`src/hw/rtl/lcc_pkg.sv`:
```
// shared types, constants and helper functions for the card number luhn classifier
`default_nettype none

package lcc_pkg;

  localparam int IN_W          = 54;
  localparam int DIGITS        = 16;
  localparam int BCD_W         = 4 * DIGITS;
  localparam int BITS_PER_STEP = 2;
  localparam int CONV_STAGES   = IN_W / BITS_PER_STEP;
  localparam int GROUPS        = 4;
  localparam int GROUP_SIZE    = DIGITS / GROUPS;
  localparam int PART_W        = 6;
  localparam int TOTAL_W       = 8;
  localparam int TOTAL_MAX     = 144;
  localparam int RADIX         = 10;

  // digit indices, digit 1 is the rightmost
  localparam int DIG13 = 12;
  localparam int DIG14 = 13;
  localparam int DIG15 = 14;
  localparam int DIG16 = 15;

  typedef logic [1:0] card_class_t;

  localparam card_class_t CLASS_INVALID    = 2'd0;
  localparam card_class_t CLASS_MASTERCARD = 2'd1;
  localparam card_class_t CLASS_AMEX       = 2'd2;
  localparam card_class_t CLASS_VISA       = 2'd3;

  typedef struct packed {
    logic [BCD_W-1:0] bcd;
    logic [IN_W-1:0]  rest;
  } conv_t;

  typedef struct packed {
    logic [GROUPS-1:0][PART_W-1:0] part;
    logic [3:0]                    dig13;
    logic [3:0]                    dig14;
    logic [3:0]                    dig15;
    logic [3:0]                    dig16;
  } luhn_t;

  typedef struct packed {
    card_class_t card_class;
    logic        checksum_ok;
  } result_t;

  // one double-dabble step: correct each digit, then shift in the next bit
  function automatic logic [BCD_W-1:0] dabble_step(input logic [BCD_W-1:0] bcd,
                                                   input logic b);
    logic [BCD_W-1:0] adj;
    adj = bcd;
    for (int i = 0; i < DIGITS; i++) begin
      if (bcd[4*i +: 4] >= 4'd5) begin
        adj[4*i +: 4] = bcd[4*i +: 4] + 4'd3;
      end
    end
    return {adj[BCD_W-2:0], b};
  endfunction

  // digit sum of twice a decimal digit
  function automatic logic [3:0] luhn_double(input logic [3:0] d);
    logic [4:0] dd;
    logic [4:0] r;
    dd = {d, 1'b0};
    r  = (dd >= 5'd10) ? (dd - 5'd9) : dd;
    return r[3:0];
  endfunction

  // true when the luhn total is a multiple of ten
  function automatic logic is_mult10(input logic [TOTAL_W-1:0] total);
    logic hit;
    hit = 1'b0;
    for (int k = 0; k <= TOTAL_MAX / RADIX; k++) begin
      if (total == TOTAL_W'(k * RADIX)) begin
        hit = 1'b1;
      end
    end
    return hit;
  endfunction

endpackage

`default_nettype wire

```
`src/hw/rtl/lcc_out_buffer.sv`:
```
// output register with one skid entry, gives the pipeline a registered advance enable
`default_nettype none

module lcc_out_buffer
  import lcc_pkg::*;
(
  input  wire logic    clk,
  input  wire logic    rst,
  input  wire logic    push,
  input  wire result_t push_data,
  output logic         advance,
  output logic         out_valid,
  input  wire logic    out_ready,
  output result_t      out_data
);

  logic    skid_valid;
  result_t skid_data;
  logic    out_take;

  assign out_take = out_valid && out_ready;
  assign advance  = !skid_valid;

  always_ff @(posedge clk) begin
    if (rst) begin
      out_valid  <= 1'b0;
      skid_valid <= 1'b0;
    end else if (out_take || !out_valid) begin
      if (skid_valid) begin
        out_valid  <= 1'b1;
        skid_valid <= 1'b0;
      end else begin
        out_valid <= push;
      end
    end else if (push) begin
      skid_valid <= 1'b1;
    end
  end

  always_ff @(posedge clk) begin
    if (out_take || !out_valid) begin
      if (skid_valid) begin
        out_data <= skid_data;
      end else if (push) begin
        out_data <= push_data;
      end
    end else if (push) begin
      skid_data <= push_data;
    end
  end

endmodule

`default_nettype wire

```
`config.mk`:
```
export PLATFORM = sky130hd
export DESIGN_NAME = lcc_out_buffer
export DESIGN_NICKNAME = d
export VERILOG_FILES = /design/src/hw/rtl/lcc_pkg.sv /design/src/hw/rtl/lcc_out_buffer.sv
export SDC_FILE = /design/constraint.sdc
export NUM_CORES = 1
export LEC_CHECK = 0
export ABC_AREA = 0
export BUFFER_PORTS_ARGS = -buffer_cell sky130_fd_sc_hd__buf_2
export CAP_MARGIN = 30
export CORE_AREA = 5 5 42 44
export CTS_BUF_LIST = sky130_fd_sc_hd__clkbuf_16
export CTS_CLUSTER_SIZE = 10
export DETAILED_ROUTE_END_ITERATION = 8
export DIE_AREA = 0 0 47 49
export PLACE_DENSITY = 0.43
export SLEW_MARGIN = 20
export SYNTH_ARGS = -nofsm -noshare
export SYNTH_HDL_FRONTEND = slang
export SYNTH_SLANG_ARGS = --single-unit
```
`constraint.sdc`:
```
create_clock -name clk -period 1.3 [get_ports clk]
set_input_delay 0 -clock clk [delete_from_list [all_inputs] [get_ports clk]]
set_output_delay 0 -clock clk [all_outputs]
set_load 0.02 [all_outputs]
```
==> impl_metrics.json <==
{
  "place.gp.congestion": 0.803,
  "clockBufferDepth": 2,
  "cpPeakStageDelay_ps": 400,
  "cts_num_sinks": 8,
  "clk_pin_slew_ps": 40,
  "fin_tns_setup_ps": 0,
  "io_pins": 12,
  "drt-total-wl_um": 529,
  "rsz0062_at_grt": "no",
  "critical_path_required_ps": 1200,
  "final_core_util_pct": 34.5,
  "cts_buffers": 3,
  "ant_nets": 0,
  "drt_iter0_drc": 2,
  "hold_viol": 0,
  "yosysWarnings": 0,
  "maxSlewViolCount": 0,
  "fmax_ghz": 0.917,
  "tritoncts": "done",
  "setup_violations": 0,
  "die_w_um": 47,
  "cp_max_fo": 5,
  "fin_crit_ps": 1090,
  "layout.nets": 46,
  "ir_drop_v": 0.000935,
  "fillerInstances": 153,
  "firstDrtPassIters": 2,
  "post_cts_resized": 0,
  "min_path_type": "input pin to flop",
  "grt_antenna_before_repair": 0,
  "ys_seq_area_share_pct": 75.2,
  "arrival_ps": 990,
  "critical_path.top_delay_family": "flip-flops",
  "leakagePower_uw": 0.000199,
  "fp-row-count": 14,
  "final_area_um2": 483,
  "dieHeight_um": 49,
  "power.density_nw_per_um2": 1780,
  "syn-cell-area_um2": 293,
  "fin_ws_ps": 210,
  "avgSynthCellArea_um2": 15.4,
  "worst_slew_pin_slew_ps": 302,
  "core_um2": 1400,
  "htreeDepth": 1,
  "drc": 0,
  "cp_num_buf_inv": 0,
  "grt_pass1_wl_um": 883,
  "ctsHoldBuffers": 4,
  "num_antenna_cells": 0,
  "cp-start-kind": "flop",
  "cap_violations": 0,
  "ys_ff_latch": 8,
  "critPathKind": "flop to flop",
  "skew_ps": 1.75,
  "critPathCaptureType": "flop",
  "syn_inst": 19,
  "wl_per_cell_um": 9.98,
  "overflow": 0,
  "ys_types": 9,
  "grt_max_degree": 6,
  "drive_gt1_share_pct": 45.9,
  "syn_to_final_growth_pct": 65.0,
  "syn_nets": 26,
  "finalPower_uw": 859,
  "cts_setup_buffers": 0,
  "fin_crit_sh_pct": 83.9,
  "io_buffers": 11,
  "detailed_place.area_um2": 368,
  "grt_usage_pct": 5.90,
  "first_global_vias": 215,
  "initial_core_util_pct": 20.9,
  "clockRootBuffer": "clkbuf_16",
  "dp_slack_ps": 195,
  "status": "complete, no violations",
  "die_area_um2": 2300,
  "via_per_inst": 3.94,
  "relSlewSlack_pct": 79.9,
  "worstPathCellList": "nor2_1 -> a21oi_1",
  "vias": 209,
  "cp_slowest_cell": "dfxtp_1",
  "rrSetupSlack_ps": 210,
  "clk-insertion-delay-late_ps": 230
}
==> kinds of logic (layout without fill, tap and decap cells) <==
logic type	Yosys count	in the layout	synth area share, %
buffers and inverters	2	20	2.57
AO/OA/AOI/OAI	2	2	3.42
multiplexers	3	3	11.5
AND/OR/NAND/NOR	4	4	7.26
flip-flops	8	8	75.2
==> worst paths after layout <==
path                                 start          end  depth (start not counted)
worst max-delay path            skid_valid  out_data[2]                          2
worst min-delay path                  push   skid_valid                          3
worst max register to register  skid_valid  out_data[2]                          2
worst min register to register   out_valid   skid_valid                          2
==> report_power, final <==
group          total, uW  switching (uW)  internal [uW]  leakage [uW]
clock network        509             113            396     0.0000370
registers            294            4.34            289     0.0000729
logic               56.1            28.1           28.0     0.0000893
==> cell type report <==
class,count,area [um2],share of cell area (%)
Sequential cell,8,220,45.6
Inverter,2,7.51,1.55
Timing Repair Buffer,15,95.1,19.7
Multi-Input combinational cell,9,65.1,13.5
Tap cell,16,20.0,4.15
Clock buffer,3,75.1,15.5
==> worst register-to-register path, cell delays in order (launching register included) <==
cell     delay, ps
dfxtp_1        400
nor2_1         100
a21oi_1        270
==> metal layers <==
layer / routed length (um) / part of all wire [%] / GRT usage (%) / vias up
li1: - / - / - / 106
met1: 213 / 40 / 5.66 / 95
met2: 245 / 46 / 6.79 / 8
met3: 70 / 13 / 4.80 / 0
met4: 0 / 0 / 6.91 / 0
met5: 0 / 0 / 0 / -
==> layout by cell type (no fill, tap or decap) <==
master and count:
buf_2 11, edfxtp_1 6, dlygate4sd3_1 4, mux2_2 3
clkbuf_16 3, inv_1 2, a21oi_1 2, dfxtp_1 2
nor2_1 1, and3_1 1, nand2b_1 1, nor3_1 1
==> flip-flops by register name, summed over array words and instances (netlist names) <==
signal	count
out_data	3
out_valid	1
skid_data	3
skid_valid	1
==> synth_stat cells <==
master	count	share of area, %
edfxtp_1	6	62
mux2_2	3	12
a21oi_1	2	3.4
dfxtp_1	2	14
inv_1	2	2.6
and3_1	1	2.1
nand2b_1	1	2.1
nor2_1	1	1.3
nor3_1	1	1.7
==> through the flow <==
| step | hold WS (ps) | instances |
|---|---|---|
| after floorplan | 69.1 | 19 |
| after global placement | 180 | 46 |
| after detailed placement | 174 | 46 |
| after CTS | 63.0 | 53 |
| after global routing | 94.5 | 53 |
| final | 58.2 | 53 |
Power figures use the tool's default switching activity.
