===== config.mk =====
export PLATFORM = sky130hd
export DESIGN_NAME = lcc_luhn_sum
export DESIGN_NICKNAME = d
export VERILOG_FILES = /design/src/hw/rtl/lcc_pkg.sv /design/src/hw/rtl/lcc_luhn_sum.sv
export SDC_FILE = /design/constraint.sdc
export NUM_CORES = 1
export LEC_CHECK = 0
export ABC_CLOCK_PERIOD_IN_PS = 4700
export BUFFER_PORTS_ARGS = -buffer_cell sky130_fd_sc_hd__buf_2
export CAP_MARGIN = 20
export CORE_ASPECT_RATIO = 1.4
export CORE_MARGIN = 10
export CORE_UTILIZATION = 52
export DETAILED_ROUTE_END_ITERATION = 10
export GPL_TIMING_DRIVEN = 0
export PLACE_DENSITY_LB_ADDON = 0.25
export SLEW_MARGIN = 5
export SYNTH_ARGS = -nofsm -noshare
export SYNTH_HDL_FRONTEND = slang
export SYNTH_SLANG_ARGS = --single-unit

===== constraint.sdc =====
create_clock -name clk -period 4.7 [get_ports clk]
set_input_delay 0.47 -clock clk [delete_from_list [all_inputs] [get_ports clk]]
set_output_delay 0.47 -clock clk [all_outputs]
set_load 0.1 [all_outputs]

===== src/hw/rtl/lcc_pkg.sv =====
// shared types, constants and helper functions for the card number luhn classifier
`default_nettype none

package lcc_pkg;

  localparam int IN_W          = 54;
  localparam int DIGITS        = 16;
  localparam int BCD_W         = 4 * DIGITS;
  localparam int BITS_PER_STEP = 2;
  localparam int CONV_STAGES   = IN_W / BITS_PER_STEP;
  localparam int GROUPS        = 4;
  localparam int GROUP_SIZE    = DIGITS / GROUPS;
  localparam int PART_W        = 6;
  localparam int TOTAL_W       = 8;
  localparam int TOTAL_MAX     = 144;
  localparam int RADIX         = 10;

  // digit indices, digit 1 is the rightmost
  localparam int DIG13 = 12;
  localparam int DIG14 = 13;
  localparam int DIG15 = 14;
  localparam int DIG16 = 15;

  typedef logic [1:0] card_class_t;

  localparam card_class_t CLASS_INVALID    = 2'd0;
  localparam card_class_t CLASS_MASTERCARD = 2'd1;
  localparam card_class_t CLASS_AMEX       = 2'd2;
  localparam card_class_t CLASS_VISA       = 2'd3;

  typedef struct packed {
    logic [BCD_W-1:0] bcd;
    logic [IN_W-1:0]  rest;
  } conv_t;

  typedef struct packed {
    logic [GROUPS-1:0][PART_W-1:0] part;
    logic [3:0]                    dig13;
    logic [3:0]                    dig14;
    logic [3:0]                    dig15;
    logic [3:0]                    dig16;
  } luhn_t;

  typedef struct packed {
    card_class_t card_class;
    logic        checksum_ok;
  } result_t;

  // one double-dabble step: correct each digit, then shift in the next bit
  function automatic logic [BCD_W-1:0] dabble_step(input logic [BCD_W-1:0] bcd,
                                                   input logic b);
    logic [BCD_W-1:0] adj;
    adj = bcd;
    for (int i = 0; i < DIGITS; i++) begin
      if (bcd[4*i +: 4] >= 4'd5) begin
        adj[4*i +: 4] = bcd[4*i +: 4] + 4'd3;
      end
    end
    return {adj[BCD_W-2:0], b};
  endfunction

  // digit sum of twice a decimal digit
  function automatic logic [3:0] luhn_double(input logic [3:0] d);
    logic [4:0] dd;
    logic [4:0] r;
    dd = {d, 1'b0};
    r  = (dd >= 5'd10) ? (dd - 5'd9) : dd;
    return r[3:0];
  endfunction

  // true when the luhn total is a multiple of ten
  function automatic logic is_mult10(input logic [TOTAL_W-1:0] total);
    logic hit;
    hit = 1'b0;
    for (int k = 0; k <= TOTAL_MAX / RADIX; k++) begin
      if (total == TOTAL_W'(k * RADIX)) begin
        hit = 1'b1;
      end
    end
    return hit;
  endfunction

endpackage

`default_nettype wire


===== src/hw/rtl/lcc_luhn_sum.sv =====
// luhn digit mapping and partial sums over groups of four digits
`default_nettype none

module lcc_luhn_sum
  import lcc_pkg::*;
(
  input  wire logic             clk,
  input  wire logic             rst,
  input  wire logic             en,
  input  wire logic             prev_valid,
  input  wire logic [BCD_W-1:0] prev_bcd,
  output logic                  stage_valid,
  output luhn_t                 stage_data
);

  luhn_t            sum_data;
  logic [3:0]       mapped [DIGITS];

  always_comb begin
    for (int i = 0; i < DIGITS; i++) begin
      // odd index means an even digit position, counted from the right
      mapped[i] = (i % 2 == 1) ? luhn_double(prev_bcd[4*i +: 4]) : prev_bcd[4*i +: 4];
    end
    for (int g = 0; g < GROUPS; g++) begin
      sum_data.part[g] = '0;
      for (int j = 0; j < GROUP_SIZE; j++) begin
        sum_data.part[g] = sum_data.part[g] + PART_W'(mapped[g*GROUP_SIZE + j]);
      end
    end
    sum_data.dig13 = prev_bcd[4*DIG13 +: 4];
    sum_data.dig14 = prev_bcd[4*DIG14 +: 4];
    sum_data.dig15 = prev_bcd[4*DIG15 +: 4];
    sum_data.dig16 = prev_bcd[4*DIG16 +: 4];
  end

  always_ff @(posedge clk) begin
    if (rst) begin
      stage_valid <= 1'b0;
    end else if (en) begin
      stage_valid <= prev_valid;
    end
  end

  always_ff @(posedge clk) begin
    if (en) begin
      stage_data <= sum_data;
    end
  end

endmodule

`default_nettype wire


==> results.cfg <==
[sta]
rsz0062_at_grt = no
setup-violations-final = 0
fmax_mhz = 290
slew_violations = 0
final_hold_viol_count = 0
timing.final.crit_share = 0.733
slew_headroom = 0.404
clock_skew_ns = 0
totalNegativeSetupSlack_ns = 0
worstMarginPinSlew_ns = 0.894
fin_crit_ns = 3.45

[yosys]
synth_cell_types = 20
synth_area_per_cell_um2 = 11.8
syn_inst = 281
syn_area_um2 = 3310
syn-num-nets = 421
synth_seq_cells = 41
ys.warnings.count = 0
yosysSeqAreaShare = 0.369

[clocking]
cts_sinks = 41
h-tree-depth = 2
cts_buffers = 5
clk_latency_ns = 0.28
cts-root-buf = clkbuf_8
post_cts.repair.setup_buffers = 0
cts_buffer_depth = 2
path_clk_slew_ns = 0.07
ctsHoldBuffers = 0
tritoncts = built
cts.repair.resized = 0

[detailed_routing]
route.detailed.drc = 0
first_iter_violations = 79
wl_um = 6310
routedWlPerCell_um = 13.4
vias_per_cell = 4.94
ant_nets = 0
dr_total_vias = 2315
first_pass_iters = 4

[final_layout]
fill_cells = 535
stdcell_area_um2 = 4050
drive_gt1_frac = 0.307
final_util = 0.652
area_delta_synth_final_pct = 22.3
fin_nets = 536
antenna_cells = 0

[global_routing]
grt-ovfl-total = 0
grt_max_degree = 42
first_global_vias = 2590
grt_pass1_wl_um = 10800
grt_usage = 0.132
antenna_found_initial = 0

[place]
placed_cell_area_um2 = 3940
io_buffers = 108
place.gp.congestion = 0.767
dpl.hpwl_um = 5660

[floorplanning]
dieHeight_um = 114
die_w_um = 87.5
ios = 109
rows = 34
die_area_um2 = 10000
start_util = 0.533
core_area_um2 = 6210

[setup_path]
critPathArrivalTime_ns = 3.49
critPathMaxFanout = 4
end_kind = register
worstSetupPathType = input port to register
critPathLaunchType = input port
cp.required_ns = 4.74

[worst_hold_path]
hold_path_class = input port to register

[power_and_ir_drop]
p_per_area_nw_per_um2 = 526
vdd_drop_max_v = 0.000325
p_leak_nw = 2.08
total_power_w = 0.00213

[run]
maxCapViolCount = 0

[run_status]
status = completed
## registers in the layout, indices dropped and copies added (netlist names)
signal	count
stage_data	40
stage_valid	1
## logic make-up (layout without fill, tap and decap cells)
kind of cell    after synthesis  in the layout  share of synthesized area
xor+xnor                     25             25                     0.0661
flops                        41             41                      0.369
compound gates               35             35                     0.0793
buf+inv                      59            175                     0.0669
simple gates                 40             40                     0.0597
mux                           9              9                     0.0283
fa+ha+maj                    72             72                      0.331
## per-layer routing
layer / part of all wire / global-route usage / vias to the layer above / routed length [µm]
li1: - / - / 1144 / -
met5: 0 / 0 / - / 0
met2: 0.57 / 0.254 / 66 / 3590
met4: 0.016 / 0.0394 / 0 / 100
met1: 0.34 / 0.131 / 1097 / 2120
met3: 0.078 / 0.0349 / 8 / 493
## synthesized netlist by cell type, drive strengths merged
library cell,count,share of area
xor2,8,0.021
xnor2,17,0.045
a21o,14,0.032
mux2,3,0.010
dfxtp,1,0.0060
mux2i,6,0.018
nor2b,3,0.0057
nand2b,11,0.021
nor3b,3,0.0068
ha,46,0.17
nor2,6,0.0068
nand2,16,0.018
edfxtp,40,0.36
o21ai,3,0.0045
nand3,1,0.0015
inv,59,0.067
fa,26,0.16
a21oi,18,0.043
## where the power goes
part           leakage [nW]  total (W)  internal [W]  switching (W)
combinational          1.63    0.00129      0.000311       0.000981
sequential            0.399   0.000566      0.000543      0.0000234
clock                0.0528   0.000270      0.000157       0.000113
total                  2.08    0.00213       0.00101        0.00112
## layout make-up
cell class / instances / area [µm²] / share of cell area
inverter: 59 / 221 / 0.0547
multi-input combinational: 181 / 1870 / 0.462
sequential: 41 / 1220 / 0.302
clock buffer: 6 / 72.6 / 0.0179
timing repair buffer: 108 / 541 / 0.133
tap: 72 / 90.1 / 0.0222
clock inverter: 2 / 33.8 / 0.00834
## worst max-delay path, stage by stage
cell	delay [ns]
buf_2	0.12
inv_1	0.10
ha_1	0.21
nand2b_1	0.11
a21oi_4	0.23
inv_1	0.07
ha_1	0.20
inv_1	0.07
fa_1	0.40
inv_1	0.08
fa_1	0.41
ha_1	0.23
fa_1	0.40
a21o_1	0.19
a21o_1	0.18
## metrics by stage
stage	setup slack (ns)	instances	hold slack (ns)
finish	1.25	469	0.340
global route	1.06	469	0.346
CTS	1.22	469	0.327
detailed placement	0.907	461	0.485
global placement	1.01	461	0.477
floorplan	1.24	281	0.542
## layout by cell type, fill, tap and decap left out, drive strengths merged, types with 11 or more instances in the layout
master,Yosys,routed
buf,0,108
nand2b,11,11
xnor2,17,17
fa,26,26
ha,46,46
nand2,16,16
inv,59,59
a21oi,18,18
a21o,14,14
edfxtp,40,40
## path summary, 6_finish.rpt
check | from | endpoint | slack (ns) | cells past startpoint
setup reg to reg | stage_valid | stage_valid | 4.12 | 2
hold reg to reg | stage_valid | stage_valid | 0.50 | 2
hold / removal | rst | stage_valid | 0.34 | 2
setup / recovery | prev_bcd[36] | stage_data[33] | 1.25 | 15
Note: power is estimated with default switching activity, not from simulation.
