===== src/hw/rtl/lcc_pkg.sv =====
// shared types, constants and helper functions for the card number luhn classifier
`default_nettype none

package lcc_pkg;

  localparam int IN_W          = 54;
  localparam int DIGITS        = 16;
  localparam int BCD_W         = 4 * DIGITS;
  localparam int BITS_PER_STEP = 2;
  localparam int CONV_STAGES   = IN_W / BITS_PER_STEP;
  localparam int GROUPS        = 4;
  localparam int GROUP_SIZE    = DIGITS / GROUPS;
  localparam int PART_W        = 6;
  localparam int TOTAL_W       = 8;
  localparam int TOTAL_MAX     = 144;
  localparam int RADIX         = 10;

  // digit indices, digit 1 is the rightmost
  localparam int DIG13 = 12;
  localparam int DIG14 = 13;
  localparam int DIG15 = 14;
  localparam int DIG16 = 15;

  typedef logic [1:0] card_class_t;

  localparam card_class_t CLASS_INVALID    = 2'd0;
  localparam card_class_t CLASS_MASTERCARD = 2'd1;
  localparam card_class_t CLASS_AMEX       = 2'd2;
  localparam card_class_t CLASS_VISA       = 2'd3;

  typedef struct packed {
    logic [BCD_W-1:0] bcd;
    logic [IN_W-1:0]  rest;
  } conv_t;

  typedef struct packed {
    logic [GROUPS-1:0][PART_W-1:0] part;
    logic [3:0]                    dig13;
    logic [3:0]                    dig14;
    logic [3:0]                    dig15;
    logic [3:0]                    dig16;
  } luhn_t;

  typedef struct packed {
    card_class_t card_class;
    logic        checksum_ok;
  } result_t;

  // one double-dabble step: correct each digit, then shift in the next bit
  function automatic logic [BCD_W-1:0] dabble_step(input logic [BCD_W-1:0] bcd,
                                                   input logic b);
    logic [BCD_W-1:0] adj;
    adj = bcd;
    for (int i = 0; i < DIGITS; i++) begin
      if (bcd[4*i +: 4] >= 4'd5) begin
        adj[4*i +: 4] = bcd[4*i +: 4] + 4'd3;
      end
    end
    return {adj[BCD_W-2:0], b};
  endfunction

  // digit sum of twice a decimal digit
  function automatic logic [3:0] luhn_double(input logic [3:0] d);
    logic [4:0] dd;
    logic [4:0] r;
    dd = {d, 1'b0};
    r  = (dd >= 5'd10) ? (dd - 5'd9) : dd;
    return r[3:0];
  endfunction

  // true when the luhn total is a multiple of ten
  function automatic logic is_mult10(input logic [TOTAL_W-1:0] total);
    logic hit;
    hit = 1'b0;
    for (int k = 0; k <= TOTAL_MAX / RADIX; k++) begin
      if (total == TOTAL_W'(k * RADIX)) begin
        hit = 1'b1;
      end
    end
    return hit;
  endfunction

endpackage

`default_nettype wire


===== src/hw/rtl/lcc_bcd_stage.sv =====
// one pipeline stage of the binary to decimal conversion
`default_nettype none

module lcc_bcd_stage
  import lcc_pkg::*;
(
  input  wire logic  clk,
  input  wire logic  rst,
  input  wire logic  en,
  input  wire logic  prev_valid,
  input  wire conv_t prev_data,
  output logic       stage_valid,
  output conv_t      stage_data
);

  conv_t step_data;

  always_comb begin
    step_data = prev_data;
    for (int s = 0; s < BITS_PER_STEP; s++) begin
      step_data.bcd  = dabble_step(step_data.bcd, step_data.rest[IN_W-1]);
      step_data.rest = {step_data.rest[IN_W-2:0], 1'b0};
    end
  end

  always_ff @(posedge clk) begin
    if (rst) begin
      stage_valid <= 1'b0;
    end else if (en) begin
      stage_valid <= prev_valid;
    end
  end

  always_ff @(posedge clk) begin
    if (en) begin
      stage_data <= step_data;
    end
  end

endmodule

`default_nettype wire


===== config.mk =====
export PLATFORM = sky130hd
export DESIGN_NAME = lcc_bcd_stage
export DESIGN_NICKNAME = d
export VERILOG_FILES = /design/src/hw/rtl/lcc_pkg.sv /design/src/hw/rtl/lcc_bcd_stage.sv
export SDC_FILE = /design/constraint.sdc
export NUM_CORES = 1
export LEC_CHECK = 0
export BUFFER_PORTS_ARGS = -buffer_cell sky130_fd_sc_hd__buf_2
export CAP_MARGIN = 20
export CORE_AREA = 2 2 133 135
export DETAILED_ROUTE_END_ITERATION = 8
export DIE_AREA = 0 0 135 137
export PLACE_DENSITY = 0.72
export SLEW_MARGIN = 20
export SYNTH_ARGS = -nofsm -noshare
export SYNTH_HDL_FRONTEND = slang
export SYNTH_SLANG_ARGS = --single-unit

===== constraint.sdc =====
create_clock -name clk -period 1.7 [get_ports clk]
set_input_delay 0.17 -clock clk [delete_from_list [all_inputs] [get_ports clk]]
set_output_delay 0.17 -clock clk [all_outputs]
set_load 0.05 [all_outputs]

==> flow_summary.yaml, run 1 <==
global_routing:
  grt.total_usage_pct: 17.0
  grt_pass1_vias: 5457
  grt_max_degree: 56
  grt_overflow: 0
  grt_antenna_before_repair: 1
  grt_pass1_wl_um: 24900
layout:
  fin_nets: 1114
  postLayoutCellArea_um2: 9790
  synthToLayoutAreaGrowth_pct: 50.4
  layout-drive-gt1-share_pct: 39.8
placed_design:
  place_area_um2: 8650
  dp_slack_ns: -0.204
  gp_congestion: 0.819
  dp_hpwl_um: 11800
  port_buffers: 238
floorplanning:
  die_w_um: 135
  rows: 48
  initial_core_util_pct: 38.2
  io_pins: 241
  dieArea_um2: 18500
  die_h_um: 137
  core-area_um2: 17100
synth:
  yosysMostFrequentCell: "edfxtp_1"
  ys_seq_area_share_pct: 53.8
  synth-async-reset-ratio_pct: 0
  netlist_area_um2: 6510
  synthTopCellsByArea: "edfxtp_1, ha_1, a21oi_1, xnor2_1, nand2b_1"
  synth_area_leader_cell: "edfxtp_1"
  synth_flop_cell: "edfxtp_1"
  yosys.cell_types.count: 48
  ys_warn_count: 0
  netlist_instances: 565
  synth-edff-count: 116
  synth_commonest_cells: "edfxtp_1, a21oi_1, inv_1, o21ai_0, nand2b_1"
  synth_top_area_share_pct: 53.5
  ys_ff_latch: 117
  avgSynthCellArea_um2: 11.5
route:
  routed_wl_um: 15900
  drc: 0
  wl_per_cell_um: 13.3
  via_per_inst: 4.76
  postRouteAntennaNets: 0
  vias: 5702
  drt_iter0_drc: 274
  first_pass_iters: 4
power:
  p_per_area_nw_per_um2: 1050
  leakage_nw: 4.29
  ir_drop_mv: 0.659
min_path:
  hold_depth: 3
  hold_path_class: "in -> reg"
job:
  timing.max_cap.violations: 0
clock_tree:
  cts.sinks: 117
  cts_tree: "built"
  cts_hold_buf: 54
  clk_latency_ns: 0.41
  cts_made_buffers: 17
  h-tree-depth: 4
  cts-root-buf: "clkbuf_16"
  clk_pin_slew_worst_paths_ns: 0.05
  cts_buffer_depth: 2
  cts.repair.resized: 0
  cts_setup_buffers: 0
sta:
  rsz0062_at_grt: "no"
  drv_slew: 0
  fin_ws_ns: 0.241
  hold_viol_final: 0
  setup_viol: 0
  period_minus_slack_ns: 1.46
  skew_ns: 0
  timing.fmax_ghz: 0.686
  final.period_utilization_pct: 85.8
critical_path:
  worstSetupEndpointType: "register"
  worstPathRequired_ns: 1.85
  crit_arrival_ns: 1.61
  ff2ff_path_depth: 2
  path_max_fanout: 3
  cp-start-kind: "primary input"
  path_class: "in -> reg"
outcome:
  outcome: "finished, final reports clean"
logic make-up (layout without fill, tap and decap cells):
kind of cell / count (synthesis) / after routing / synth area share [%]
and+or+nand+nor: 142 / 142 / 12.7
other: 1 / 4 / 0.0576
buffers and inverters: 48 / 453 / 3.11
adders and majority gates: 34 / 34 / 6.54
AOI/OAI and AO/OA: 160 / 160 / 14.6
muxes: 27 / 27 / 4.34
xor gates and xnor gates: 36 / 36 / 4.84
DFF: 117 / 117 / 53.8
layout by cell type (no fill, tap or decap), drive strengths merged, types with 20 or more instances in the layout:
cell / Yosys / final
buf: 5 / 324
edfxtp: 116 / 116
a21oi: 64 / 64
dlygate4sd3: 0 / 54
o21ai: 45 / 45
inv: 43 / 43
nand2b: 36 / 36
ha: 34 / 34
xnor2: 32 / 32
nor3b: 29 / 29
o22ai: 20 / 20
nor2: 20 / 20
final cells by class:
type | count | area [µm²]
diodes | 2 | 5.00
well taps | 225 | 282
inverters | 43 | 161
clock inverters | 13 | 163
flip-flops and latches | 117 | 3500
multi-input cells | 401 | 2840
fillers | 1466 | 7260
repair buffers | 378 | 2400
clock buffers | 19 | 433
flip-flops by register name, summed over array words and instances (netlist names):
signal / cells
stage_data: 116
stage_valid: 1
metrics by stage:
stage | cells | hold slack [ns] | power, mW | util, % | TNS (ns)
after floorplan | 566 | 0.242 | 5.69 | - | 0
after global placement | 1110 | 0.332 | 6.53 | 50.7 | -1.83
after detailed placement | 1110 | 0.337 | 6.58 | 50.7 | -2.95
after CTS | 1196 | 0.00559 | 10.4 | 57.4 | 0
after global routing | 1196 | 0.0769 | 10.7 | 57.4 | 0
final | 1198 | 0.0579 | 10.3 | 57.4 | 0
power by group:
group	switching, mW	internal, mW	total, mW
sequential	0.0822	3.58	3.66
combinational	1.98	0.979	2.96
clock	1.23	2.42	3.64
total	3.29	6.98	10.3
per-layer routing:
| metal | GRT usage [%] | part of all wire, % | vias up |
|---|---|---|---|
| met3 | 6.00 | 7.7 | 28 |
| met4 | 6.02 | 1.8 | 0 |
| met1 | 19.0 | 40 | 2628 |
| met5 | 0 | 0 | - |
| li1 | - | - | 2878 |
| met2 | 30.1 | 50 | 168 |
worst max-delay path, stage by stage:
cell,delay (ns)
buf_2,0.10
inv_1,0.09
ha_2,0.21
nand2b_4,0.06
nor3b_1,0.13
a21oi_1,0.18
inv_1,0.08
ha_1,0.18
nand2b_4,0.13
a21boi_2,0.19
mux2i_1,0.10
final timing paths:
path	slack [ns]	startpoint	endpoint
hold / removal	0.06	prev_valid	stage_valid
setup / recovery	0.24	prev_data[111]	stage_data[116]
setup reg to reg	1.04	stage_valid	stage_valid
hold reg to reg	0.56	stage_valid	stage_valid
Note: power is estimated with default switching activity, not from simulation.
==> run 2, diff against run 1 <==
CORE_AREA = 2 2 124 126   (was 2 2 133 135)
DIE_AREA = 0 0 126 128   (was 0 0 135 137)
PLACE_DENSITY = 0.81   (was 0.72)
==> flow_summary.yaml, run 2 (synthesis results as in run 1) <==
sta:
  timing.fmax_ghz: 0.648
  setup_viol: 0
  drv_slew: 0
  rsz0062_at_grt: "no"
  hold_viol_final: 0
  period_minus_slack_ns: 1.54
  skew_ns: 0
  fin_ws_ns: 0.157
  worst_hold_slack_ns: 0.0710
  final.period_utilization_pct: 90.7
layout:
  layout_commonest_cell: "buf_2"
  fin_nets: 1110
  final_cell_count_no_fill: 1155
  postLayoutCellArea_um2: 9720
  largest_reg_flops: 116
  layout-drive-gt1-share_pct: 39.9
  regMostFlops: "stage_data"
  synthToLayoutAreaGrowth_pct: 49.3
  final_cell_mix: "buf_2, edfxtp_1, buf_4, a21oi_1, dlygate4sd3_1"
  reg.largest.list: "stage_data: 116 flops, stage_valid: 1 flops"
  antenna_cells: 0
floorplanning:
  rows: 45
  die_w_um: 126
  dieArea_um2: 16100
  die_h_um: 128
  initial_core_util_pct: 43.8
  io_pins: 241
  core-area_um2: 14900
critical_path:
  cp-start-kind: "primary input"
  crit_arrival_ns: 1.69
  worstPathRequired_ns: 1.85
  worst_path_dominant_cell_family: "adder cells"
  crit_buf_inv: 3
  cp_slowest_cell: "ha_2"
  path_class: "in -> reg"
  path_cells: "buf_2 -> inv_1 -> ha_2 -> nand2b_4 -> nor3b_1 -> a21oi_1 -> inv_1 -> ha_1 -> nand2b_4 -> a21boi_2 -> mux2i_1"
  cp_slowest_stage_delay_ns: 0.21
  path_max_fanout: 4
  worstSetupEndpointType: "register"
placed_design:
  placed_cells: 1069
  dp_hpwl_um: 12200
  place_area_um2: 8560
  port_buffers: 238
  dp_slack_ns: -0.264
  gp_congestion: 0.824
global_routing:
  grt_antenna_before_repair: 0
  grt_pass1_wl_um: 26300
  grt_overflow: 0
  grt_max_degree: 56
  grt.total_usage_pct: 20.4
  grt_pass1_vias: 5505
job:
  timing.max_cap.violations: 0
clock_tree:
  cts_buffer_depth: 2
  cts_setup_buffers: 0
  cts_tree: "built"
  clk_latency_ns: 0.40
  h-tree-depth: 4
  cts_made_buffers: 17
  clk_pin_slew_worst_paths_ns: 0.05
  cts.sinks: 117
  cts-root-buf: "clkbuf_16"
route:
  drc: 0
  first_pass_iters: 5
  routed_wl_um: 16900
  drt_iter0_drc: 351
  via_per_inst: 5.05
  wl_per_cell_um: 14.7
  postRouteAntennaNets: 0
  vias: 5834
power:
  p_int_mw: 6.99
  swShare_pct: 32.6
  seq_power_share_pct: 35.4
  leakage_nw: 4.27
  p_per_area_nw_per_um2: 1070
  power.switching_mw: 3.38
  combPwrFrac_pct: 28.8
  power_frac_clock_pct: 35.8
  ir_drop_mv: 0.677
outcome:
  outcome: "finished, final reports clean"
min_path:
  hold_path_class: "in -> reg"
==> run 2: power by group through the flow <==
stage          Clock (mW)  Sequential [mW]  Combinational, mW
6_report             3.71             3.67               2.98
5_1_grt              3.91             3.70               3.16
4_1_cts              3.76             3.66               2.96
3_5_place_dp            0             3.72               2.85
3_3_place_gp            0             3.71               2.80
2_1_floorplan           0             4.86              0.827
==> run 2: final timing paths <==
kind	startpoint	endpoint	slack, ns	cells after the start
min reg2reg	stage_valid	stage_valid	0.55	2
min	en	stage_data[25]	0.07	1
max	prev_data[110]	stage_data[116]	0.16	11
max reg2reg	stage_valid	stage_valid	1.09	2
==> run 2: per-layer routing <==
metal,share of wire [%],up-vias,track usage [%]
met5,0,-,0
met4,2.9,0,9.89
met3,6.1,31,4.47
met2,52,220,37.5
met1,39,2712,22.3
li1,-,2871,-
==> run 2: layout make-up <==
cell class	count	area, µm²
fillers	1113	5140
repair buffers	374	2360
well taps	188	235
multi-input cells	401	2840
clock buffers	18	429
inverters	43	161
flip-flops and latches	117	3500
clock inverters	14	184
==> run 2: per-stage QoR <==
step | TNS (ns) | power, mW | utilization (%)
5_1_grt | 0 | 10.8 | 65.4
3_5_place_dp | -3.38 | 6.57 | 57.6
3_3_place_gp | -1.58 | 6.50 | 57.6
4_1_cts | 0 | 10.4 | 65.4
6_report | 0 | 10.4 | 65.4
2_1_floorplan | 0 | 5.69 | -
==> run 2: what timing repair did <==
item	in CTS	in global routing
hold buffers	54	0
resized for setup	0	1
hold endpoints to repair	54	0
setup endpoints to repair	0	1
