--- src/hw/rtl/lcc_pkg.sv ---
// shared types, constants and helper functions for the card number luhn classifier
`default_nettype none

package lcc_pkg;

  localparam int IN_W          = 54;
  localparam int DIGITS        = 16;
  localparam int BCD_W         = 4 * DIGITS;
  localparam int BITS_PER_STEP = 2;
  localparam int CONV_STAGES   = IN_W / BITS_PER_STEP;
  localparam int GROUPS        = 4;
  localparam int GROUP_SIZE    = DIGITS / GROUPS;
  localparam int PART_W        = 6;
  localparam int TOTAL_W       = 8;
  localparam int TOTAL_MAX     = 144;
  localparam int RADIX         = 10;

  // digit indices, digit 1 is the rightmost
  localparam int DIG13 = 12;
  localparam int DIG14 = 13;
  localparam int DIG15 = 14;
  localparam int DIG16 = 15;

  typedef logic [1:0] card_class_t;

  localparam card_class_t CLASS_INVALID    = 2'd0;
  localparam card_class_t CLASS_MASTERCARD = 2'd1;
  localparam card_class_t CLASS_AMEX       = 2'd2;
  localparam card_class_t CLASS_VISA       = 2'd3;

  typedef struct packed {
    logic [BCD_W-1:0] bcd;
    logic [IN_W-1:0]  rest;
  } conv_t;

  typedef struct packed {
    logic [GROUPS-1:0][PART_W-1:0] part;
    logic [3:0]                    dig13;
    logic [3:0]                    dig14;
    logic [3:0]                    dig15;
    logic [3:0]                    dig16;
  } luhn_t;

  typedef struct packed {
    card_class_t card_class;
    logic        checksum_ok;
  } result_t;

  // one double-dabble step: correct each digit, then shift in the next bit
  function automatic logic [BCD_W-1:0] dabble_step(input logic [BCD_W-1:0] bcd,
                                                   input logic b);
    logic [BCD_W-1:0] adj;
    adj = bcd;
    for (int i = 0; i < DIGITS; i++) begin
      if (bcd[4*i +: 4] >= 4'd5) begin
        adj[4*i +: 4] = bcd[4*i +: 4] + 4'd3;
      end
    end
    return {adj[BCD_W-2:0], b};
  endfunction

  // digit sum of twice a decimal digit
  function automatic logic [3:0] luhn_double(input logic [3:0] d);
    logic [4:0] dd;
    logic [4:0] r;
    dd = {d, 1'b0};
    r  = (dd >= 5'd10) ? (dd - 5'd9) : dd;
    return r[3:0];
  endfunction

  // true when the luhn total is a multiple of ten
  function automatic logic is_mult10(input logic [TOTAL_W-1:0] total);
    logic hit;
    hit = 1'b0;
    for (int k = 0; k <= TOTAL_MAX / RADIX; k++) begin
      if (total == TOTAL_W'(k * RADIX)) begin
        hit = 1'b1;
      end
    end
    return hit;
  endfunction

endpackage

`default_nettype wire

--- src/hw/rtl/lcc_classify.sv ---
// final luhn total, mod-10 check and issuer classification
`default_nettype none

module lcc_classify
  import lcc_pkg::*;
(
  input  wire logic  clk,
  input  wire logic  rst,
  input  wire logic  en,
  input  wire logic  prev_valid,
  input  wire luhn_t prev_data,
  output logic       stage_valid,
  output result_t    stage_data
);

  logic [TOTAL_W-1:0] total;
  result_t            res;

  always_comb begin
    total = '0;
    for (int g = 0; g < GROUPS; g++) begin
      total = total + TOTAL_W'(prev_data.part[g]);
    end
    res.checksum_ok = is_mult10(total);
    res.card_class  = CLASS_INVALID;
    if (res.checksum_ok) begin
      if (prev_data.dig16 == 4'd5) begin
        if (prev_data.dig15 >= 4'd1 && prev_data.dig15 <= 4'd5) begin
          res.card_class = CLASS_MASTERCARD;
        end
      end else if (prev_data.dig15 == 4'd3) begin
        if (prev_data.dig14 == 4'd4 || prev_data.dig14 == 4'd7) begin
          res.card_class = CLASS_AMEX;
        end
      end else if (prev_data.dig16 == 4'd4 || prev_data.dig13 == 4'd4) begin
        res.card_class = CLASS_VISA;
      end
    end
  end

  always_ff @(posedge clk) begin
    if (rst) begin
      stage_valid <= 1'b0;
    end else if (en) begin
      stage_valid <= prev_valid;
    end
  end

  always_ff @(posedge clk) begin
    if (en) begin
      stage_data <= res;
    end
  end

endmodule

`default_nettype wire

--- config.mk ---
export PLATFORM = sky130hd
export DESIGN_NAME = lcc_classify
export DESIGN_NICKNAME = d
export VERILOG_FILES = /design/src/hw/rtl/lcc_pkg.sv /design/src/hw/rtl/lcc_classify.sv
export SDC_FILE = /design/constraint.sdc
export NUM_CORES = 1
export LEC_CHECK = 0
export ABC_AREA = 1
export BUFFER_PORTS_ARGS = -buffer_cell sky130_fd_sc_hd__buf_2
export CAP_MARGIN = 20
export CORE_ASPECT_RATIO = 1.25
export CORE_MARGIN = 2
export CORE_UTILIZATION = 45
export CTS_CLUSTER_SIZE = 12
export DETAILED_ROUTE_END_ITERATION = 7
export GPL_TIMING_DRIVEN = 1
export PLACE_DENSITY_LB_ADDON = 0.08
export SYNTH_ARGS = -nofsm -noshare
export SYNTH_HDL_FRONTEND = slang
export SYNTH_SLANG_ARGS = --single-unit
--- constraint.sdc ---
create_clock -name clk -period 4.77 [get_ports clk]
set_clock_uncertainty 0.15 [all_clocks]
set_input_delay 1.1925 -clock clk [delete_from_list [all_inputs] [get_ports clk]]
set_output_delay 1.1925 -clock clk [all_outputs]
set_load 0.02 [all_outputs]
==> results.toml, run 1 <==
[power_and_ir_drop]
pwr-share-clk_pct = 11.1
p_int_uw = 201
total_power_uw = 417
p_leak_nw = 0.672
comb_power_share_pct = 77.1
p_seq_share_pct = 11.8
p_sw_uw = 216
power_density_mw_per_mm2 = 343
swShare_pct = 51.7
ir_drop_v = 0.000166

[synth]
synthCells = 130
synth_edf_count = 3
synth.yosys.seq_area_share_pct = 11.9
ys_top_cells_by_area = "fa_1 (26%), nand2_1 (13%), edfxtp_1 (9.7%), ha_1 (9.4%), inv_1 (8.5%)"
synthDominantCellAreaShare_pct = 25.9
ys_top_cells_by_count = "nand2_1 (33), inv_1 (21), nand3_1 (15)"
ys_ff_latch = 4
synth_nets = 193
synth_area_um2 = 927
synth-main-ff-cell = "edfxtp_1"
synth_area_per_cell_um2 = 7.13
synth_warnings = 0
synth_cell_type_count = 19
synth-async-reset-ratio_pct = 0
yosysMostFrequentCell = "nand2_1"
yosysTopAreaCell = "fa_1"

[timing]
relSlewSlack_pct = 83.3
rsz0062_at_grt = "no"
hold_violations = 0
worst_slew_pin_slew_ps = 250
max_freq_ghz = 0.244
setup_viol = 0
fin_crit_sh_pct = 85.9
maxSlewViolCount = 0
period_needed_ps = 4100
fin_setup_tns_ps = 0
hold_slack_ps = 357

[cts]
post_cts_buffers = 0
cts_hold_buf = 0
htree_levels = 1
cts_resized = 0
cts_tree = "built"
clock_latency_ps = 230
clockBufferDepth = 2
clk_transition_reported_paths_ps = 40
root_buffer = "clkbuf_4"
cts_buffers = 3
cts_sinks = 4

[global_route]
grt_max_degree = 7
antenna_found_initial = 0
grt-ovfl-total = 0
grt_pass1_wl_mm = 3.16
grt_pass1_vias = 881
grt_use_total_pct = 16.7

[setup_path]
reg2reg_slack_ps = 4030
timing_worst_setup_path_type = "input pin to flip-flop"
critical-path-max-stage-delay_ps = 620
crit_required_ps = 4600
r2r_end = "stage_valid"
cp_max_fo = 6
regToRegStartpoint = "stage_valid"
end_kind = "flip-flop"
cpMaxStageDelayCell = "fa_1"
worstPathArrival_ps = 3930
startpoint_type = "input pin"
crit_chain = "buf_2 > fa_1 > fa_1 > ha_1 > fa_1 > inv_1 > nand3_1 > nand2_1 > nand2_1 > nand3_1 > nand3_1 > nand2_1 > o21bai_2 > nor2_1"
r2r_cells = 2

[route]
ant_nets = 0
detail_route.iter0.violations = 27
firstDrtPassIters = 4
vias = 1010
viasPerCell = 5.02
routed_wl_mm = 1.90
detail_route.wl_per_cell_um = 9.44
drc = 0

[status]
status = "finished, final reports clean"

[worst_hold_path]
holdCritPathClass = "flip-flop to flip-flop"
hold_end = "stage_valid"
hold_path_depth = 2
hold_start = "stage_valid"

[placement]
gp_congestion = 0.760
dp_hpwl_mm = 1.73
portBuffers = 47

[die]
fp.dieW_um = 44.6
pin_count = 48
core_mm2 = 0.00196
die-area_mm2 = 0.00244
start_util_pct = 47.3
die_height_um = 54.8
rows = 18

[run]
drv_cap = 0

[cells_and_area]
diodes = 0
layout-drive-gt1-share_pct = 30.4
final_core_util_pct = 61.9
nFillCells = 196
num-nets-final = 245
area_growth_pct = 30.9
layout by cell type (no fill, tap or decap):
| cell type | netlist | layout |
|---|---|---|
| buf_2 | 0 | 47 |
| nand2_1 | 33 | 33 |
| inv_1 | 21 | 21 |
| nand3_1 | 15 | 15 |
| nor2_1 | 13 | 13 |
| fa_1 | 12 | 12 |
| a21oi_1 | 7 | 7 |
| ha_1 | 7 | 7 |
| nand4_1 | 5 | 5 |
| nand2_2 | 3 | 3 |
| clkbuf_4 | 0 | 3 |
| edfxtp_1 | 3 | 3 |
| nor4_1 | 2 | 2 |
| o21ai_0 | 2 | 2 |
| xor2_1 | 1 | 1 |
| nor3b_2 | 1 | 1 |
| o21bai_2 | 1 | 1 |
| nor3_1 | 1 | 1 |
| o211ai_1 | 1 | 1 |
| mux2i_1 | 1 | 1 |
| clkbuf_1 | 0 | 1 |
| dfxtp_1 | 1 | 1 |
routing by layer:
metal	share of wire, %	track usage (%)	up-vias
li1	-	-	527
met1	40	19.8	449
met2	55	34.1	34
met3	5.1	0	0
met4	0	1.52	0
met5	0	0	-
per-stage QoR:
stage	worst slack (ps)	area, um2	std cells
after floorplan	737	927	130
after global placement	537	1190	197
after detailed placement	447	1190	197
after CTS	696	1210	201
after global routing	493	1210	201
final	675	1210	201
critical path, delay by kind of cell:
kind,cells,cell delay (ps)
buffers and inverters,2,220
adders and majority gates,4,1860
and+or+nand+nor,7,510
AOI/OAI and AO/OA,1,150
state kept, by name, summed over array words and instances (netlist names):
signal       flops
stage_data       3
stage_valid      1
how the worst max path moves through the flow:
stage / slack [ps] / from / endpoint
after floorplan: 740 / prev_data[17] / stage_data[1]
after global placement: 540 / prev_data[17] / stage_data[1]
after detailed placement: 450 / prev_data[17] / stage_data[2]
after CTS: 700 / prev_data[17] / stage_data[2]
after global routing: 490 / prev_data[17] / stage_data[2]
final: 670 / prev_data[17] / stage_data[2]
area by class of cell:
type                            count  area, um2  area share, %
Clock buffer                        4       26.3           2.16
Timing Repair Buffer               47        235           19.4
Sequential cell                     4        110           9.07
Multi-Input combinational cell    105        738           60.8
Tap cell                           20       25.0           2.06
Inverter                           21       78.8           6.49
power groups by stage:
| stage | clock (mW) | sequential [mW] | combinational (mW) |
|---|---|---|---|
| floorplan | 0 | 0.0595 | 0.237 |
| global placement | 0 | 0.0494 | 0.308 |
| detailed placement | 0 | 0.0497 | 0.321 |
| CTS | 0.0477 | 0.0492 | 0.322 |
| global route | 0.0507 | 0.0499 | 0.372 |
| finish | 0.0462 | 0.0490 | 0.322 |
kinds of logic after synthesis:
family,Yosys count,share of synthesized area (%)
multiplexers,1,1.08
AND/OR/NAND/NOR,73,35.4
XOR/XNOR,1,0.945
buffers and inverters,21,8.50
flip-flops,4,11.9
AO/OA/AOI/OAI,11,6.88
adder cells (fa/ha/maj),19,35.4
Note: power is estimated with default switching activity, not from simulation.
==> run 2, diff against run 1 <==
--- a/config.mk
+++ b/config.mk
@@ -8,9 +8,11 @@
 export ABC_AREA = 1
 export BUFFER_PORTS_ARGS = -buffer_cell sky130_fd_sc_hd__buf_2
 export CAP_MARGIN = 20
+export CELL_PAD_IN_SITES_DETAIL_PLACEMENT = 1
+export CELL_PAD_IN_SITES_GLOBAL_PLACEMENT = 1
 export CORE_ASPECT_RATIO = 1.25
 export CORE_MARGIN = 2
-export CORE_UTILIZATION = 45
+export CORE_UTILIZATION = 30
 export CTS_CLUSTER_SIZE = 12
 export DETAILED_ROUTE_END_ITERATION = 7
 export GPL_TIMING_DRIVEN = 1
==> results.toml, run 2 (same netlist as run 1, synthesis figures left out) <==
[status]
status = "finished, final reports clean"

[global_route]
antenna_found_initial = 0
grt_use_total_pct = 15.4
grt_pass1_wl_mm = 4.22
grt-ovfl-total = 0
grt_pass1_vias = 1073
grt_max_degree = 7

[timing]
relSlewSlack_pct = 81.8
period_needed_ps = 4180
maxSlewViolCount = 0
hold_slack_ps = 363
worst_slew_pin_slew_ps = 272
max_freq_ghz = 0.239
hold_violations = 0
setup_viol = 0
fin_setup_tns_ps = 0
fin_crit_sh_pct = 87.6
rsz0062_at_grt = "no"

[cts]
clk_transition_reported_paths_ps = 40
clockBufferDepth = 2
clock_latency_ps = 230
cts_tree = "built"
cts_sinks = 4
cts_buffers = 3
cts_hold_buf = 0
htree_levels = 1
post_cts_buffers = 0
root_buffer = "clkbuf_4"
cts_resized = 0

[route]
viasPerCell = 4.82
ant_nets = 0
drc = 0
detail_route.iter0.violations = 24
detail_route.wl_per_cell_um = 11.1
routed_wl_mm = 2.41
vias = 1045
firstDrtPassIters = 4

[setup_path]
end_kind = "flip-flop"
cpMaxStageDelayCell = "fa_1"
cp_max_fo = 6
startpoint_type = "input pin"
critPathTopFamily = "adder cells"
crit_buf_inv = 2
critical-path-max-stage-delay_ps = 630
crit_chain = "buf_2 > fa_1 > fa_1 > ha_1 > fa_1 > inv_1 > nand3_1 > nand2_1 > nand2_1 > nand3_1 > nand3_1 > nand2_1 > o21bai_2 > nor2_1"
worstPathArrival_ps = 4010
crit_required_ps = 4600
timing_worst_setup_path_type = "input pin to flip-flop"

[cells_and_area]
area_growth_pct = 33.1
largest_reg_flops = 3
layout_common_cells = "buf_2 (47), nand2_1 (33), inv_1 (21), nand3_1 (15), nor2_1 (13)"
reg_top3 = "stage_data: 3 flops, stage_valid: 1 flops"
layout-drive-gt1-share_pct = 30.4
layout_commonest_cell = "buf_2"
top_register = "stage_data"
diodes = 0
num-nets-final = 245

[placement]
gp_congestion = 0.843
portBuffers = 47
dp_hpwl_mm = 2.21

[worst_hold_path]
holdCritPathClass = "flip-flop to flip-flop"

[power_and_ir_drop]
p_leak_nw = 0.672
ir_drop_v = 0.000117
power_density_mw_per_mm2 = 349

[die]
rows = 22
die_height_um = 66.2
die-area_mm2 = 0.00355
core_mm2 = 0.00295
fp.dieW_um = 53.7
start_util_pct = 31.5
pin_count = 48

[run]
drv_cap = 0
==> run 2: path summary, 6_finish.rpt <==
check	from	end	slack, ps	depth (start not counted)
setup / recovery	prev_data[17]	stage_data[1]	590	14
hold / removal	stage_valid	stage_valid	360	2
setup reg to reg	stage_valid	stage_valid	4040	2
hold reg to reg	stage_valid	stage_valid	360	2
==> run 2: worst min-delay path: stages, from the launching register on <==
cell and delay, ps:
dfxtp_1 330, mux2i_1 70, nor2_1 70
==> run 2: area by class of cell <==
cell class              count  area [um2]
clock buffers               4        26.3
fillers                   396        1710
inverters                  21        78.8
multi-input cells         105         738
flip-flops and latches      4         110
well taps                  36        45.0
repair buffers             47         235
==> run 2: metal layers <==
layer	global-route usage [%]	part of all wire [%]
met1	16.9	39
met2	30.8	57
met3	0.679	3.8
met4	2.88	0
met5	0	0
==> run 2: metrics by stage <==
| step | utilization [%] | cells | setup WS (ps) | area (um2) | power (mW) |
|---|---|---|---|---|---|
| 6_report | 41.9 | 217 | 594 | 1230 | 0.430 |
| 5_1_grt | 41.9 | 217 | 422 | 1230 | 0.490 |
| 4_1_cts | 41.9 | 217 | 578 | 1230 | 0.436 |
| 3_3_place_gp | 41.0 | 213 | 517 | 1210 | 0.367 |
| 3_5_place_dp | 41.0 | 213 | 344 | 1210 | 0.385 |
| 2_1_floorplan | - | 130 | 737 | 927 | 0.296 |
==> run 2: power by group <==
| group | switching, mW | total [mW] | internal (mW) |
|---|---|---|---|
| clock | 0.0155 | 0.0470 | 0.0315 |
| combinational | 0.211 | 0.334 | 0.124 |
| sequential | 0.00133 | 0.0489 | 0.0475 |
| total | 0.227 | 0.430 | 0.203 |
==> run 3, diff against run 2 <==
--- a/config.mk
+++ b/config.mk
@@ -12,7 +12,7 @@
 export CELL_PAD_IN_SITES_GLOBAL_PLACEMENT = 1
 export CORE_ASPECT_RATIO = 1.25
 export CORE_MARGIN = 2
-export CORE_UTILIZATION = 30
+export CORE_UTILIZATION = 33
 export CTS_CLUSTER_SIZE = 12
 export DETAILED_ROUTE_END_ITERATION = 7
 export GPL_TIMING_DRIVEN = 1
==> constraint.sdc (replaced) <==
create_clock -name clk -period 5.1 [get_ports clk]
set_clock_uncertainty 0.15 [all_clocks]
set_input_delay 1.275 -clock clk [delete_from_list [all_inputs] [get_ports clk]]
set_output_delay 1.275 -clock clk [all_outputs]
set_load 0.02 [all_outputs]
==> results.toml, run 3 (same netlist as run 1, synthesis figures left out) <==
[setup_path]
end_kind = "flip-flop"
cpMaxStageDelayCell = "fa_1"
crit_start = "prev_data[17]"
worstPathArrival_ps = 4060
r2r_cells = 2
regToRegStartpoint = "stage_valid"
crit_required_ps = 4930
cp_max_fo = 6
crit_end = "stage_data[1]"
critPathTopFamily = "adder cells"
path_depth = 14
r2r_end = "stage_valid"
crit_chain = "buf_2 > fa_1 > fa_1 > ha_1 > fa_1 > inv_1 > nand4_1 > nand2_1 > inv_1 > nand2_1 > nand3_1 > nand2_1 > o21bai_2 > nor2_1"
critical-path-max-stage-delay_ps = 610
crit_buf_inv = 3
startpoint_type = "input pin"
reg2reg_slack_ps = 4370
timing_worst_setup_path_type = "input pin to flip-flop"

[route]
firstDrtPassIters = 4
drc = 0
detail_route.wl_per_cell_um = 11.6
vias = 1043
viasPerCell = 4.85
ant_nets = 0
routed_wl_mm = 2.49
detail_route.iter0.violations = 23

[cells_and_area]
largest_reg_flops = 3
layout_common_cells = "buf_2 (47), nand2_1 (33), inv_1 (21), nand3_1 (15), nor2_1 (13)"
seq_area_um2 = 110
reg_top3 = "stage_data: 3 flops, stage_valid: 1 flops"
diodes = 0
area_growth_pct = 32.8
top_register = "stage_data"
num-nets-final = 245
final_cells = 215
multi_input_area_um2 = 738
nFillCells = 380
final_core_util_pct = 45.9
layout_commonest_cell = "buf_2"
layout-drive-gt1-share_pct = 30.4
finalInstanceArea_mm2 = 0.00123

[cts]
cts_sinks = 4
cts_tree = "built"
cts_resized = 0
htree_levels = 1
post_cts_buffers = 0
clk_transition_reported_paths_ps = 40
cts_hold_buf = 0
clock_latency_ps = 230
root_buffer = "clkbuf_4"
cts_buffers = 3
clockBufferDepth = 2

[power_and_ir_drop]
p_leak_nw = 0.672
swShare_pct = 53.5
p_sw_uw = 217
comb_power_share_pct = 77.8
pwr-share-clk_pct = 11.0
ir_drop_v = 0.000157
p_int_uw = 189
p_seq_share_pct = 11.3
power_density_mw_per_mm2 = 330

[status]
status = "finished, final reports clean"

[timing]
relSlewSlack_pct = 82.7
hold_violations = 0
max_freq_ghz = 0.236
setup_viol = 0
period_needed_ps = 4230
fin_setup_tns_ps = 0
worst_slew_pin_slew_ps = 258
rsz0062_at_grt = "no"
fin_crit_sh_pct = 83.0
maxSlewViolCount = 0

[global_route]
use_met2_pct = 31.4
grtUsageMet3_pct = 1.42
grt-ovfl-total = 0
grt_pass1_wl_mm = 4.14
grt_max_degree = 7
antenna_found_initial = 0
busiest_layer = "met2"
met1_usage_pct = 17.5
grt_pass1_vias = 1073
grt_use_total_pct = 16.0

[placement]
portBuffers = 47
gp_congestion = 0.736
place_inst = 211
placed_area_mm2 = 0.00120
dp_hpwl_mm = 2.27

[worst_hold_path]
hold_start = "stage_valid"
holdCritPathClass = "flip-flop to flip-flop"

[die]
rows = 21
fp.dieW_um = 51.4
die-area_mm2 = 0.00325
start_util_pct = 34.6
core_mm2 = 0.00268
pin_count = 48
die_height_um = 63.3

[run]
drv_cap = 0
-- run 3: stage by stage --
stage	setup slack [ps]	power, mW	hold slack, ps
5_1_grt	742	0.451	402
3_5_place_dp	645	0.362	345
6_report	866	0.406	345
3_3_place_gp	771	0.341	317
2_1_floorplan	985	0.277	429
4_1_cts	873	0.408	352
-- run 3: worst min-delay path by stage --
stage / endpoint / cells after the start
5_1_grt: stage_valid / 2
3_5_place_dp: stage_valid / 2
3_3_place_gp: stage_valid / 2
2_1_floorplan: stage_valid / 2
6_report: stage_valid / 2
4_1_cts: stage_valid / 2
-- run 3: worst min-delay path, cell delays in order, from the launching register on --
cell and delay [ps]:
dfxtp_1 320, mux2i_1 70, nor2_1 80
-- run 3: layer usage --
metal	vias up	part of all wire, %
li1	526	-
met3	0	2.8
met5	-	0
met4	0	0
met1	491	41
met2	26	56
-- run 3: cell type report --
| cell class | instances | area share, % |
|---|---|---|
| Multi-Input combinational cell | 105 | 60.0 |
| Timing Repair Buffer | 47 | 19.1 |
| Sequential cell | 4 | 8.94 |
| Inverter | 21 | 6.40 |
| Tap cell | 34 | 3.46 |
| Clock buffer | 4 | 2.13 |
-- run 3: power groups by stage --
| stage | Combinational (mW) | Clock (mW) | Sequential, mW |
|---|---|---|---|
| floorplan | 0.222 | 0 | 0.0556 |
| global placement | 0.295 | 0 | 0.0462 |
| detailed placement | 0.315 | 0 | 0.0465 |
| CTS | 0.318 | 0.0446 | 0.0459 |
| global route | 0.358 | 0.0465 | 0.0462 |
| finish | 0.316 | 0.0445 | 0.0458 |
